===== config.mk =====
export PLATFORM = sky130hd
export DESIGN_NAME = nonpreemptive_priority_scheduler
export DESIGN_NICKNAME = d
export VERILOG_FILES = /design/src/hdl/nps_pkg.sv /design/src/hdl/nps_ram.sv /design/src/hdl/nps_select.sv /design/src/hdl/nonpreemptive_priority_scheduler.sv
export VERILOG_INCLUDE_DIRS = /design/src /design/src/hdl
export SDC_FILE = /design/constraint.sdc
export NUM_CORES = 1
export LEC_CHECK = 0
export BUFFER_PORTS_ARGS = -buffer_cell sky130_fd_sc_hd__buf_2
export CELL_PAD_IN_SITES_DETAIL_PLACEMENT = 1
export CELL_PAD_IN_SITES_GLOBAL_PLACEMENT = 1
export CORE_MARGIN = 5
export CORE_UTILIZATION = 50
export DETAILED_ROUTE_END_ITERATION = 12
export PLACE_DENSITY_LB_ADDON = 0.25
export SYNTH_ARGS = -nofsm -noshare
export SYNTH_HDL_FRONTEND = slang
export SYNTH_SLANG_ARGS = --single-unit

===== constraint.sdc =====
create_clock -name i_clk -period 15.2 [get_ports i_clk]
set_clock_uncertainty 0.1 [all_clocks]
set_input_delay 0.76 -clock i_clk [delete_from_list [all_inputs] [get_ports i_clk]]
set_output_delay 0.76 -clock i_clk [all_outputs]
set_load 0.01 [all_outputs]

===== src/hdl/assert_macros.svh =====
// Assertion macros shared by the scheduler RTL.
// Depends on nothing; included by the files that carry assertions.
`ifndef ASSERT_MACROS_SVH
`define ASSERT_MACROS_SVH

// Clocked assertion that is switched off while reset is asserted.
`define NPS_ASSERT(lbl, clk, rst_n, prop) \
    lbl: assert property (@(posedge clk) disable iff (!rst_n) prop) \
        else $error("scheduler assertion failed");

// Clocked assertion that also holds during reset.
`define NPS_ASSERT_ALWAYS(lbl, clk, prop) \
    lbl: assert property (@(posedge clk) prop) \
        else $error("scheduler assertion failed");

`endif


===== src/hdl/nps_pkg.sv =====
// Shared constants, types and the job ordering function of the scheduler.
// Depends on nothing.
package nps_pkg;
    localparam int QUEUE_DEPTH = 16;
    localparam int IDX_W       = $clog2(QUEUE_DEPTH);
    localparam int CNT_W       = $clog2(QUEUE_DEPTH + 1);
    localparam int ENT_W       = 48;
    localparam int TIME_W      = 25;

    localparam logic STATUS_DISPATCHED = 1'b0;
    localparam logic STATUS_REJECTED   = 1'b1;

    // Entry layout: arrival [47:24], burst [23:8], priority [7:0].
    typedef logic [ENT_W-1:0] t_entry;

    typedef enum logic [2:0] {
        S_IDLE,
        S_CHECK,
        S_SCAN,
        S_SCAN_END,
        S_DISP,
        S_FINISH
    } t_state;

    typedef struct packed {
        logic             clear;
        logic             cand_vld;
        logic [IDX_W-1:0] cand_idx;
    } t_scan_ctl;

    // True when entry a is served before entry b.
    function automatic logic beats(input t_entry a, input t_entry b);
        logic res;
        if (a[7:0] != b[7:0]) begin
            res = (a[7:0] > b[7:0]);
        end else if (a[23:8] != b[23:8]) begin
            res = (a[23:8] < b[23:8]);
        end else begin
            res = (a[47:24] < b[47:24]);
        end
        return res;
    endfunction
endpackage


===== src/hdl/nps_ram.sv =====
// Generic single-port-write, single-port-read RAM with registered read.
// Depends on nothing.
module nps_ram #(
    parameter int WIDTH = 8,
    parameter int DEPTH = 16
) (
    input  logic                     i_clk,
    input  logic                     i_wr_en,
    input  logic [$clog2(DEPTH)-1:0] i_wr_addr,
    input  logic [WIDTH-1:0]         i_wr_data,
    input  logic                     i_rd_en,
    input  logic [$clog2(DEPTH)-1:0] i_rd_addr,
    output logic [WIDTH-1:0]         o_rd_data
);
    logic [WIDTH-1:0] r_mem [DEPTH];
    logic [WIDTH-1:0] r_rd_data;

    always_ff @(posedge i_clk) begin
        if (i_wr_en) begin
            r_mem[i_wr_addr] <= i_wr_data;
        end
        if (i_rd_en) begin
            r_rd_data <= r_mem[i_rd_addr];
        end
    end

    assign o_rd_data = r_rd_data;
endmodule


===== src/hdl/nps_select.sv =====
// Running best-entry selector fed one queue entry per cycle during a scan.
// Depends on nps_pkg.
module nps_select (
    input  logic                     i_clk,
    input  logic                     i_rst_n,
    input  nps_pkg::t_scan_ctl       i_ctl,
    input  nps_pkg::t_entry          i_cand,
    output logic                     o_best_vld,
    output logic [nps_pkg::IDX_W-1:0] o_best_idx,
    output nps_pkg::t_entry          o_best_ent
);
    import nps_pkg::*;

    logic             r_best_vld;
    logic [IDX_W-1:0] r_best_idx;
    t_entry           r_best_ent;

    // Slots arrive in ascending order, so a full tie keeps the lower slot.
    always_ff @(posedge i_clk) begin
        if (!i_rst_n || i_ctl.clear) begin
            r_best_vld <= 1'b0;
        end else if (i_ctl.cand_vld && (!r_best_vld || beats(i_cand, r_best_ent))) begin
            r_best_vld <= 1'b1;
        end
        if (i_ctl.cand_vld && (!r_best_vld || beats(i_cand, r_best_ent))) begin
            r_best_idx <= i_ctl.cand_idx;
            r_best_ent <= i_cand;
        end
    end

    assign o_best_vld = r_best_vld;
    assign o_best_idx = r_best_idx;
    assign o_best_ent = r_best_ent;
endmodule


===== src/hdl/nonpreemptive_priority_scheduler.sv =====
// Non-preemptive priority scheduler: a job is taken when start is high and
// busy is low. Every dispatch scans the ready queue memory one slot a cycle
// and then takes the best waiting entry out of the queue. Results appear
// one per strobe and cannot be held off; the final result of a job carries
// o_last_of_run, which is why each result is shown once the next one, or the
// end of the job's work, is known.
// Depends on nps_pkg, nps_ram, nps_select and assert_macros.svh.
`include "assert_macros.svh"
module nonpreemptive_priority_scheduler (
    input  logic        i_clk,
    input  logic        i_rst_n,
    input  logic        start,
    output logic        busy,
    input  logic [23:0] i_arrival_time,
    input  logic [15:0] i_burst_length,
    input  logic [7:0]  i_job_priority,
    input  logic        i_last_job,
    output logic        o_strobe,
    output logic [23:0] o_job_arrival,
    output logic [15:0] o_job_burst,
    output logic [7:0]  o_job_level,
    output logic [24:0] o_start_time,
    output logic [24:0] o_waiting_time,
    output logic        o_status,
    output logic        o_last_of_run
);
    import nps_pkg::*;

    t_state r_state, n_state;
    logic [23:0] r_arr, n_arr;
    logic [15:0] r_burst, n_burst;
    logic [7:0]  r_prio, n_prio;
    logic        r_last, n_last;
    logic        r_drain, n_drain;
    logic [IDX_W-1:0] r_idx, n_idx;
    logic        r_rd_vld, n_rd_vld;
    logic [IDX_W-1:0] r_rd_idx, n_rd_idx;
    logic [QUEUE_DEPTH-1:0] r_valid, n_valid;
    logic [CNT_W-1:0] r_count, n_count;
    logic [TIME_W-1:0] r_free, n_free;

    logic        r_pend_vld, n_pend_vld;
    logic [23:0] r_pend_arr, n_pend_arr;
    logic [15:0] r_pend_burst, n_pend_burst;
    logic [7:0]  r_pend_prio, n_pend_prio;
    logic [TIME_W-1:0] r_pend_start, n_pend_start;
    logic [TIME_W-1:0] r_pend_wait, n_pend_wait;
    logic        r_pend_status, n_pend_status;

    logic        r_strobe, n_strobe;
    logic [23:0] r_o_arr, n_o_arr;
    logic [15:0] r_o_burst, n_o_burst;
    logic [7:0]  r_o_prio, n_o_prio;
    logic [TIME_W-1:0] r_o_start, n_o_start;
    logic [TIME_W-1:0] r_o_wait, n_o_wait;
    logic        r_o_status, n_o_status;
    logic        r_o_last, n_o_last;

    logic             wr_en;
    logic [IDX_W-1:0] wr_addr;
    t_entry           wr_data;
    logic             rd_en;
    t_entry           rd_data;
    t_scan_ctl        scan_ctl;
    logic             best_vld;
    logic [IDX_W-1:0] best_idx;
    t_entry           best_ent;
    logic [IDX_W-1:0] free_slot;
    logic [CNT_W-1:0] limit;
    logic             emit_new;
    logic [23:0]      new_arr;
    logic [15:0]      new_burst;
    logic [7:0]       new_prio;
    logic [TIME_W-1:0] new_start;
    logic [TIME_W-1:0] new_wait;
    logic             new_status;
    logic [TIME_W-1:0] disp_start;
    logic [TIME_W:0]   disp_sum;

    nps_ram #(
        .WIDTH(ENT_W),
        .DEPTH(QUEUE_DEPTH)
    ) u_ram (
        .i_clk    (i_clk),
        .i_wr_en  (wr_en),
        .i_wr_addr(wr_addr),
        .i_wr_data(wr_data),
        .i_rd_en  (rd_en),
        .i_rd_addr(r_idx),
        .o_rd_data(rd_data)
    );

    nps_select u_select (
        .i_clk     (i_clk),
        .i_rst_n   (i_rst_n),
        .i_ctl     (scan_ctl),
        .i_cand    (rd_data),
        .o_best_vld(best_vld),
        .o_best_idx(best_idx),
        .o_best_ent(best_ent)
    );

    // Lowest free slot.
    always_comb begin
        free_slot = '0;
        for (int i = QUEUE_DEPTH - 1; i >= 0; i--) begin
            if (!r_valid[i]) begin
                free_slot = IDX_W'(i);
            end
        end
    end

    assign limit      = r_last ? CNT_W'(QUEUE_DEPTH) : CNT_W'(QUEUE_DEPTH - 1);
    assign disp_start = (r_free > {1'b0, best_ent[47:24]}) ? r_free
                                                           : {1'b0, best_ent[47:24]};
    assign disp_sum   = {1'b0, disp_start} + {{(TIME_W - 15){1'b0}}, best_ent[23:8]};

    always_comb begin
        n_state    = r_state;
        n_arr      = r_arr;
        n_burst    = r_burst;
        n_prio     = r_prio;
        n_last     = r_last;
        n_drain    = r_drain;
        n_idx      = r_idx;
        n_rd_vld   = 1'b0;
        n_rd_idx   = r_rd_idx;
        n_valid    = r_valid;
        n_count    = r_count;
        n_free     = r_free;
        wr_en      = 1'b0;
        wr_addr    = free_slot;
        wr_data    = {r_arr, r_burst, r_prio};
        rd_en      = 1'b0;
        scan_ctl.clear    = 1'b0;
        scan_ctl.cand_vld = r_rd_vld && r_valid[r_rd_idx];
        scan_ctl.cand_idx = r_rd_idx;
        emit_new   = 1'b0;
        new_arr    = r_arr;
        new_burst  = r_burst;
        new_prio   = r_prio;
        new_start  = '0;
        new_wait   = '0;
        new_status = STATUS_REJECTED;

        case (r_state)
            S_IDLE: begin
                if (start) begin
                    n_arr   = i_arrival_time;
                    n_burst = i_burst_length;
                    n_prio  = i_job_priority;
                    n_last  = i_last_job;
                    n_drain = 1'b0;
                    n_state = S_CHECK;
                end
            end
            S_CHECK: begin
                if ((r_count != '0) && (r_drain || ({1'b0, r_arr} > r_free))) begin
                    n_idx          = '0;
                    scan_ctl.clear = 1'b1;
                    n_state        = S_SCAN;
                end else if (!r_drain) begin
                    if (r_count >= limit) begin
                        emit_new = 1'b1;
                    end else begin
                        wr_en              = 1'b1;
                        n_valid[free_slot] = 1'b1;
                        n_count            = r_count + CNT_W'(1);
                    end
                    if (r_last) begin
                        n_drain = 1'b1;
                    end else begin
                        n_state = S_FINISH;
                    end
                end else begin
                    n_valid = '0;
                    n_free  = '0;
                    n_state = S_FINISH;
                end
            end
            S_SCAN: begin
                rd_en    = 1'b1;
                n_rd_vld = 1'b1;
                n_rd_idx = r_idx;
                if (r_idx == IDX_W'(QUEUE_DEPTH - 1)) begin
                    n_state = S_SCAN_END;
                end else begin
                    n_idx = r_idx + IDX_W'(1);
                end
            end
            S_SCAN_END: begin
                n_state = S_DISP;
            end
            S_DISP: begin
                n_free            = disp_sum[TIME_W] ? {TIME_W{1'b1}} : disp_sum[TIME_W-1:0];
                n_valid[best_idx] = 1'b0;
                n_count           = r_count - CNT_W'(1);
                emit_new          = 1'b1;
                new_arr           = best_ent[47:24];
                new_burst         = best_ent[23:8];
                new_prio          = best_ent[7:0];
                new_start         = disp_start;
                new_wait          = disp_start - {1'b0, best_ent[47:24]};
                new_status        = STATUS_DISPATCHED;
                n_state           = S_CHECK;
            end
            S_FINISH: begin
                n_state = S_IDLE;
            end
            default: begin
                n_state = S_IDLE;
            end
        endcase
    end

    // A new result waits in the pending slot until the next result or the end
    // of the job shows whether it is the final one.
    always_comb begin
        n_pend_vld    = r_pend_vld;
        n_pend_arr    = r_pend_arr;
        n_pend_burst  = r_pend_burst;
        n_pend_prio   = r_pend_prio;
        n_pend_start  = r_pend_start;
        n_pend_wait   = r_pend_wait;
        n_pend_status = r_pend_status;
        n_strobe      = 1'b0;
        n_o_arr       = r_pend_arr;
        n_o_burst     = r_pend_burst;
        n_o_prio      = r_pend_prio;
        n_o_start     = r_pend_start;
        n_o_wait      = r_pend_wait;
        n_o_status    = r_pend_status;
        n_o_last      = 1'b0;
        if (emit_new) begin
            n_strobe      = r_pend_vld;
            n_pend_vld    = 1'b1;
            n_pend_arr    = new_arr;
            n_pend_burst  = new_burst;
            n_pend_prio   = new_prio;
            n_pend_start  = new_start;
            n_pend_wait   = new_wait;
            n_pend_status = new_status;
        end else if (r_state == S_FINISH) begin
            n_strobe   = r_pend_vld;
            n_o_last   = 1'b1;
            n_pend_vld = 1'b0;
        end
    end

    always_ff @(posedge i_clk) begin
        if (!i_rst_n) begin
            r_state    <= S_IDLE;
            r_rd_vld   <= 1'b0;
            r_valid    <= '0;
            r_count    <= '0;
            r_free     <= '0;
            r_pend_vld <= 1'b0;
            r_strobe   <= 1'b0;
            r_drain    <= 1'b0;
        end else begin
            r_state    <= n_state;
            r_rd_vld   <= n_rd_vld;
            r_valid    <= n_valid;
            r_count    <= n_count;
            r_free     <= n_free;
            r_pend_vld <= n_pend_vld;
            r_strobe   <= n_strobe;
            r_drain    <= n_drain;
        end
        r_arr         <= n_arr;
        r_burst       <= n_burst;
        r_prio        <= n_prio;
        r_last        <= n_last;
        r_idx         <= n_idx;
        r_rd_idx      <= n_rd_idx;
        r_pend_arr    <= n_pend_arr;
        r_pend_burst  <= n_pend_burst;
        r_pend_prio   <= n_pend_prio;
        r_pend_start  <= n_pend_start;
        r_pend_wait   <= n_pend_wait;
        r_pend_status <= n_pend_status;
        r_o_arr       <= n_o_arr;
        r_o_burst     <= n_o_burst;
        r_o_prio      <= n_o_prio;
        r_o_start     <= n_o_start;
        r_o_wait      <= n_o_wait;
        r_o_status    <= n_o_status;
        r_o_last      <= n_o_last;
    end

    assign busy           = (r_state != S_IDLE);
    assign o_strobe       = r_strobe;
    assign o_job_arrival  = r_o_arr;
    assign o_job_burst    = r_o_burst;
    assign o_job_level    = r_o_prio;
    assign o_start_time   = r_o_start;
    assign o_waiting_time = r_o_wait;
    assign o_status       = r_o_status;
    assign o_last_of_run  = r_o_last;

    `NPS_ASSERT(a_count_bound, i_clk, i_rst_n, r_count <= CNT_W'(QUEUE_DEPTH))
    `NPS_ASSERT(a_count_matches, i_clk, i_rst_n, $countones(r_valid) == int'(r_count))
    `NPS_ASSERT(a_disp_has_best, i_clk, i_rst_n, (r_state == S_DISP) |-> best_vld)
    `NPS_ASSERT(a_strobe_from_work, i_clk, i_rst_n, o_strobe |-> $past(r_state != S_IDLE))
endmodule

* Word-level counts from Yosys, hierarchy flattened *
Memory sizes are Yosys's and may differ from the RTL's. A register that Yosys moved wholly into a read port is not among the register bits.
Cells that the tools add are included.

storage, ports and cells
  RAM bits = 768
  input port bits = 52
  memories = 1
  output and inout bits = 102
  flip-flop bits (word level) = 362

cells by class
  muxes and demuxes = 75
  equal/unequal tests = 18
  add/subtract/negate cells = 5
  $lt $le $gt $ge = 11
  bitwise logic cells = 3
  reductions and logical operators = 26

memory list
  memory       words  width  read ports  clocked after Yosys merged registers in  write ports  RTL line       source
  u_ram.r_mem  16     48     1           1                                        1            nps_ram.sv:15  logic [WIDTH-1:0] r_mem [DEPTH];

operators with widths
  cell                                                                   number
  25-bit 2-to-1 mux                                                      4
  4-bit 2-to-1 mux                                                       18
  16-bit 2-to-1 mux                                                      4
  25-bit case mux with 2 select lines                                    1
  16-bit case mux with 2 select lines                                    1
  1-bit 2-to-1 mux                                                       28
  25-bit by 16-bit adder with 26-bit output                              1
  24-bit by 25-bit > comparator with 1-bit output                        1
  25-bit by 24-bit > comparator with 1-bit output                        1
  25-bit by 24-bit subtractor with 25-bit output                         1
  24-bit < comparator                                                    1
  24-bit 2-to-1 mux                                                      1
  5-bit 2-to-1 mux                                                       4
  16-bit bitwise AND                                                     1
  16-bit < comparator                                                    1
  16-bit inequality test                                                 1
  2-bit inequality test (second input constant)                          8
  16-bit NOT                                                             1
  16-bit OR                                                              1
  4-bit by 5-bit < comparator with 1-bit output (second input constant)  3
  3-bit 2-to-1 mux                                                       5
  3-bit case mux with 5 select lines                                     1
  3-bit AND reduction                                                    5
  5-bit case mux with 2 select lines                                     1
  other kinds (27)                                                       44

* Logic depth before layout (Yosys ltp) *
Gate-level depths: netlist of the first run.

  word-level depth = 25
  gate-level depth with buffers = 24
  mapped depth without buffers = 21

* Modules after synthesis *
Synthesis of the first run repeated with hierarchy kept, for this count alone.

unflattened totals
  cell total of the unflattened synthesis = 2759
  area total of the unflattened synthesis = 46858.7 sq um

modules (own cells, without submodules)
  module                            cells an instance  times used  area each (sq um)
  nps_ram                           1242               1           30175.2
  nonpreemptive_priority_scheduler  1291               1           13870.8
  nps_select                        226                1           2812.7

* Worst setup path before layout of the first run *
OpenSTA, ideal clock, no wires.

  path kind = register to register
  from = reg u_select.r_best_ent[9], in the netlist u_select.o_best_ent[9]
  to = reg u_select.r_best_ent[0], in the netlist u_select.o_best_ent[0] (enable)
  arrival = 5981 ps
  period minus slack after synthesis = 6628 ps
  buffers on the path = 0
  cell stages (with the launch flop) = 12
  slack = 8572 ps
  data required time = 14554 ps
  path through = edfxtp_1 -> inv_1 -> ha_1 -> nor2b_1 -> o21a_1 -> o21a_1 -> o21ai_0 -> nand2b_1 -> a211o_1 -> a221oi_1 -> a21oi_1 -> a221oi_1

between the ends
  cells in the longest elaborated chain, start to end = 5

RTL lines
  item                                                           RTL line                      source
  start, declared                                                nps_select.sv:16              t_entry r_best_ent;
  start signal, assigned                                         nps_select.sv:27              r_best_ent <= i_cand;
  16-bit < comparator or 16-bit inequality test (tied branches)  nps_pkg.sv:37, nps_pkg.sv:36
  1-bit 2-to-1 mux (*)                                           nps_pkg.sv:36                 end else if (a[23:8] != b[23:8]) begin
  1-bit 2-to-1 mux (*)                                           nps_pkg.sv:34                 if (a[7:0] != b[7:0]) begin
  1-bit logical OR (*)                                           nps_select.sv:25              if (i_ctl.cand_vld && (!r_best_vld || beats(i_cand, r_best_ent))) begin
  1-bit logical AND (*)                                          nps_select.sv:25

Mark *: on every way between the ends. The rest lies on a longest branch, timed or not.
A chain may end at the register's enable or synchronous reset.

* Worst setup path after layout of the first run *
  from = reg u_select.r_best_ent[44], in the netlist u_select.o_best_ent[44]
  to = reg r_pend_wait[24], in the netlist n_o_wait[24] (data pin)

between the ends
  cells in the longest elaborated chain, start to end = 3

RTL lines
  item                                                RTL line                                 source
  25-bit by 24-bit > comparator with 1-bit output     nonpreemptive_priority_scheduler.sv:114  assign disp_start = (r_free > {1'b0, best_ent[47:24]}) ? r_free
  25-bit 2-to-1 mux                                   nonpreemptive_priority_scheduler.sv:114
  25-bit by 24-bit subtractor with 25-bit output (*)  nonpreemptive_priority_scheduler.sv:203  new_wait = disp_start - {1'b0, best_ent[47:24]};
  end signal, assigned                                nonpreemptive_priority_scheduler.sv:280  r_pend_wait <= n_pend_wait;
  end, declared                                       nonpreemptive_priority_scheduler.sv:47   logic [TIME_W-1:0] r_pend_wait, n_pend_wait;

Marked as above.

==> results of run 1 <==
## registers in the layout (all words and copies together) (netlist names), 25 cells and up
register,count
n_o_start,25
n_o_wait,25
o_start_time,25
o_waiting_time,25
r_free,25
u_ram.o_rd_data,48
u_ram.r_mem,768
u_select.o_best_ent,48
## path summary, 6_finish.rpt
| check | to | cells after the start | slack (ns) | from |
|---|---|---|---|---|
| setup / recovery | n_o_wait[24] | 22 | 9.00 | u_select.o_best_ent[44] |
| hold / removal | r_arr[23] | 1 | 0.14 | i_arrival_time[23] |
| setup reg to reg | n_o_wait[24] | 22 | 9.00 | u_select.o_best_ent[44] |
| hold reg to reg | o_job_level[6] | 0 | 0.24 | n_o_prio[6] |
## logic make-up (layout without fill, tap and decap cells)
kind of cell,Yosys count,after routing,synth area share
buffers and inverters,206,524,0.0171
adders and majority gates,147,147,0.0397
xor gates and xnor gates,31,31,0.00579
AOI/OAI and AO/OA,404,404,0.0547
muxes,255,255,0.120
other,0,1,0
and+or+nand+nor,400,400,0.0410
DFF,1178,1178,0.722
## layout make-up
type                    instances  area (um2)  share of cell area
multi-input cells            1237       12400               0.233
diodes                          1        2.50           0.0000471
clock inverters                50         447             0.00840
inverters                     107         402             0.00755
well taps                    1254        1570              0.0295
repair buffers                193        1080              0.0203
clock buffers                 174        3460              0.0650
flip-flops and latches       1178       33800               0.636
## worst register-to-register path, stage by stage, from the launching register on
cell and delay (ns):
edfxtp_1 0.39, inv_1 0.29, ha_1 0.22, and4_1 0.24, nand2_1 0.10, nor3_4 0.22, o221ai_2 0.21, o211a_1 0.29
nor2_2 0.16, buf_4 0.39, mux2i_1 0.47, ha_1 0.24, inv_1 0.06, fa_1 0.43, a211oi_1 0.30, o21ai_1 0.12
and3b_1 0.22, o311a_1 0.40, o211a_1 0.26, o21ai_1 0.21, nand2_1 0.08, a31oi_1 0.20, mux2_2 0.36
## through the flow
step                area (um2)  power [W]
floorplan                46900    0.00475
global placement         49300    0.00511
detailed placement       49300    0.00517
CTS                      53200    0.00806
global route             53200    0.00831
finish                   53200    0.00799
## layer usage
metal | vias up | global-route usage
met2 | 996 | 0.404
met1 | 13300 | 0.337
met4 | 0 | 0.0612
met5 | - | 0
li1 | 10900 | -
met3 | 162 | 0.0342
## cell usage after synthesis (11+ instances only)
master	instances
o211ai_1	12
a21oi_1	97
a31oi_1	14
nand2b_1	13
xor2_1	12
a211oi_1	16
o21ai_1	11
a21o_1	42
edfxtp_1	1024
nor2_1	91
nand4_1	26
o22ai_1	18
o21ai_0	108
clkbuf_1	65
and2_1	19
o21a_1	22
ha_1	144
dfxtp_1	154
nor2b_1	20
nand2_1	133
mux4_2	245
inv_1	106
nor3_1	23
xnor2_1	19
nand3_1	38
buf_1	22
## power groups by stage
| stage | clock network, W | registers (W) | logic (W) |
|---|---|---|---|
| 2_1_floorplan | 0 | 0.00403 | 0.000716 |
| 3_3_place_gp | 0 | 0.00405 | 0.00107 |
| 3_5_place_dp | 0 | 0.00407 | 0.00110 |
| 4_1_cts | 0.00295 | 0.00400 | 0.00111 |
| 5_1_grt | 0.00312 | 0.00402 | 0.00117 |
| 6_report | 0.00289 | 0.00400 | 0.00109 |
==> summary.txt, run 1 <==
met2 wire len: 59,700 um
Worst Setup Slack, final: 9.00 ns
Synth area leaders: edfxtp_1, mux4_2, dfxtp_1
top-area cell type share of the netlist area: 0.656
die area: 100,000 um2
dpl cells: 3,969
final net count: 3,035
CP required: 15.53 ns
Place WS: 9.04 ns
Post CTS Setup Buffer Count: 0
internal cell power: 0.00598 W
global-route wire length before repair: 178,000 um
Reg power frac: 0.501
CTS tree: yes
Final Non-Filler Cells: 4,194
GR Util All Layers: 0.240
WL final: 120,000 um
Tmin final: 6.20 ns
vias per inst: 6.05
IO Pins: 154
critical path arrival: 6.53 ns
placement row count: 112
vias: 25,400
Post-synth ARST share: 0
pwr/cell area: 150 nW/um2
CTS resizes: 0
Largest delay share family, worst path: compound AO/OA/AOI/OAI gates
Syn Area/Cell: 17.9 um2
Max-Cap Viols: 0
worst-case clock buffer depth: 3
post-synthesis instance area: 46,900 um2
critical path class: flip-flop to flip-flop
crit-path cells: inv_1, ha_1, and4_1, nand2_1, nor3_4, o221ai_2, o211a_1, nor2_2, buf_4, mux2i_1, ha_1, inv_1, fa_1, a211oi_1, o21ai_1, and3b_1, o311a_1, o211a_1, o21ai_1, nand2_1, a31oi_1, mux2_2
chip width: 316 um
Yosys warning count: 0
CP Capture Type: flip-flop
Die H: 316 um
Critical Path Max Stage Delay: 0.43 ns
number of enable flip-flop cells after synthesis: 1,024
RePlAce Congestion: 0.863
most common cell after layout, fill and taps aside: edfxtp_1
# DRC: 0
hold crit path type: input port to flip-flop
post-synth cell types: 74
CORE AREA: 93,200 um2
Max stage delay cell, worst path: fa_1
vias in the first global route: 27,000
NetSw: 0.00201 W
register area share after synthesis: 0.722
sw frac: 0.252
syn_nets: 2,820
fillcell total: 8,320
DR top layer: met4
gate count of the mapped netlist: 2,621
worst hold slack: 0.142 ns
share of layout cells above drive strength 1: 0.224
largest area contributor in the netlist: edfxtp_1
antenna violations before repair: 1
clock root buffer: clkbuf_16
First-pass DRT Iterations: 5
Least-Margin Pin Slew: 1.17 ns
RSZ-0062 raised after global routing: no
DRT met1 WL: 50,300 um
Reg clk slew, reported paths: 0.06 ns
flops & latches, synth: 1,178
critical path peak fanout: 42
Final Core Density: 0.571
Detailed Place HPWL: 70,700 um
most frequent cells in the layout: edfxtp_1, mux4_2, dfxtp_1, buf_2, ha_1
DR iter-0 viols: 2,365
WL/cell: 28.7 um
period utilization: 0.408
status: complete, no violations
TNS Setup: 0 ns
fmax: 161 MHz
Buf+Inv Stages, Crit Path: 3
CP Launch Type: flip-flop
LEAKAGE: 18.2 nW
total CTS buffers: 119
Slew Viols, Final: 0
# hold bufs at CTS: 0
Top FF cell, synth: edfxtp_1
final hold vios: 0
remaining antenna violation count: 0
grt ovf: 0
largest net degree at the start of global routing: 135
htree depth: 3
CTS sink cnt: 1,178
clock power share: 0.362
Area growth, synth to finish: 13.5%
IO Port Bufs: 153
routed wl met3: 7490 um
Starting Density: 0.503
Max rail drop VDD: 92.6 uV
Combinational Power Share: 0.137
final setup vio count: 0
Worst slew margin: 0.218
latest clock arrival within the worst-skew pair: 0.69 ns
Power figures use the tool's default switching activity.
==> run 2, diff against run 1 <==
- CORE_UTILIZATION: 50 -> 49
- clock period: 15.2 -> 5.4 ns (I/O delays scaled with it)
==> summary.txt, run 2 (synthesized netlist as in run 1, its figures left out) <==
LEAKAGE: 19.0 nW (+4.1%)
antenna violations before repair: 5 (+4)
Final Non-Filler Cells: 4,322 (+3.1%)
CP required: 5.76 ns (-9.77 ns)
WL final: 124,000 um (+3.1%)
Worst slew margin: 0.251 (+0.0324)
RSZ-0062 raised after global routing: yes
register area: 33,800 um2 (unchanged)
Max rail drop VDD: 280 uV (+200%)
grt ovf: 0 (unchanged)
hold crit path type: input port to flip-flop
remaining antenna violation count: 0 (unchanged)
TNS Setup: 0 ns (unchanged)
Reg2Reg Depth: 21 (-4.5%)
largest net degree at the start of global routing: 79 (-41%)
total CTS buffers: 119 (unchanged)
RR Endpoint: n_o_wait[24]
Tmin final: 5.21 ns (-0.988 ns)
DR iter-0 viols: 2,481 (+4.9%)
chip width: 319 um (+0.98%)
Starting Density: 0.493 (-0.00964)
IO Pins: 154 (unchanged)
period utilization: 0.965 (+0.557)
CP startpoint: u_select.o_best_ent[43]
fillcell total: 8,499 (+2.2%)
Worst Hold Launch: i_arrival_time[7]
htree depth: 3 (unchanged)
vias in the first global route: 27,500 (+1.6%)
dpl cells: 4,041 (+1.8%)
First-pass DRT Iterations: 5 (unchanged)
CTS sink cnt: 1,178 (unchanged)
worst hold slack: 0.171 ns (+0.0291 ns)
Slew Viols, Final: 0 (unchanged)
final hold vios: 0 (unchanged)
most frequent cells in the layout: edfxtp_1, mux4_2, dfxtp_1, buf_2, ha_1
CORE AREA: 95,000 um2 (+2.0%)
most common cell after layout, fill and taps aside: edfxtp_1
Hold Path Depth: 2 (+1)
clock root buffer: clkbuf_16
RePlAce Congestion: 0.877 (+1.6%)
vias per inst: 6.01 (-0.66%)
Multi-input gate area: 12,400 um2 (+0.19%)
latest clock arrival within the worst-skew pair: 0.71 ns (+0.02 ns)
Worst Setup Slack, final: 0.188 ns (-8.81 ns)
critical path class: flip-flop to flip-flop
Least-Margin Pin Slew: 1.12 ns (-0.0484 ns)
Detailed Place HPWL: 74,100 um (+4.7%)
CTS tree: yes
Area growth, synth to finish: 17.0%
share of layout cells above drive strength 1: 0.238 (+0.0137)
CP Launch Type: flip-flop
global-route wire length before repair: 184,000 um (+3.5%)
WL/cell: 28.7 um (about the same)
fmax: 192 MHz (+19%)
GR Util All Layers: 0.242 (+0.00165)
status: complete, no violations
IO Port Bufs: 153 (unchanged)
R2R Setup Slk: 0.19 ns (-8.81 ns)
final net count: 3,147 (+3.7%)
worst-case clock buffer depth: 3 (unchanged)
CP Capture Type: flip-flop
R2R Path Start: u_select.o_best_ent[43]
critical path peak fanout: 3 (-93%)
Place WS: 0.108 ns (-8.93 ns)
WHS Endpoint: r_arr[7]
max FFs per register: 768 (unchanged)
final setup vio count: 0 (unchanged)
Reg clk slew, reported paths: 0.07 ns (about the same)
register bank with the most flops: u_ram.r_mem
pwr/cell area: 423 nW/um2 (+180%)
Max-Cap Viols: 0 (unchanged)
Final Core Density: 0.577 (+0.00669)
# DRC: 0 (unchanged)
placement row count: 113 (+0.89%)
critical path arrival: 5.57 ns (-0.96 ns)
die area: 102,000 um2 (+2.0%)
vias: 26,000 (+2.4%)
Die H: 319 um (+0.98%)
run 2: cell count changes in the layout (fill, tap and decap cells not counted), sizes merged, moves of 8 or more:
cell and change:
buf +61, bufinv +14, clkbuf -18, clkinv +8
dlygate4sd3 +51
run 2: worst max path at each step:
stage                     cells past startpoint  slack, ns           end
after floorplan                              23       0.17  n_o_wait[24]
after global placement                       21       0.18  n_o_wait[24]
after detailed placement                     21       0.11  n_o_wait[24]
after CTS                                    21       0.07  n_o_wait[24]
after global routing                         20      -0.04  n_o_wait[24]
final                                        21       0.19  n_o_wait[24]
run 2: power by group:
group / switching [W] / total, W / internal, W
Combinational: 0.00184 / 0.00319 / 0.00135
Sequential: 0.000443 / 0.0113 / 0.0108
Clock: 0.00351 / 0.00876 / 0.00525
run 2: cell type report:
type	instances	area share
clock buffers	156	0.0599
repair buffers	305	0.0437
flip-flops and latches	1178	0.617
inverters	107	0.00732
diodes	2	0.0000912
multi-input cells	1237	0.226
clock inverters	72	0.0171
well taps	1265	0.0289
run 2: stage by stage:
stage                     area, um2  total power [W]
after detailed placement      50100           0.0146
final                         54900           0.0232
after global placement        50100           0.0145
after floorplan               46900           0.0134
after global routing          54900           0.0241
after CTS                     54800           0.0234
run 2: per-layer routing:
layer,vias to the layer above,global-route usage,part of all wire
met1,13600,0.335,0.41
li1,11100,-,-
met2,1026,0.396,0.48
met5,-,0.00648,0.00077
met3,205,0.0450,0.073
met4,2,0.0718,0.029
run 2: timing repair:
item                                   CTS  global route
gates resized for setup                  0             5
setup buffers                            0             0
setup endpoints to repair                0             4
endpoints found under the hold margin   59             0
hold buffers                            51             0
run 2: critical path, cell delays in order (launching register included):
cell and delay (ns):
edfxtp_1 0.38, inv_1 0.07, ha_1 0.29, and4_1 0.25, nand2_1 0.10, nor3_4 0.19
o221ai_2 0.17, o211a_1 0.18, nor2_2 0.17, mux2i_1 0.25, ha_1 0.21, inv_1 0.06
fa_1 0.44, a211oi_2 0.25, o21ai_1 0.13, and3b_1 0.22, o311a_1 0.40, o211a_1 0.28
o21ai_2 0.20, nand2_1 0.08, a31oi_1 0.18, mux2_2 0.35
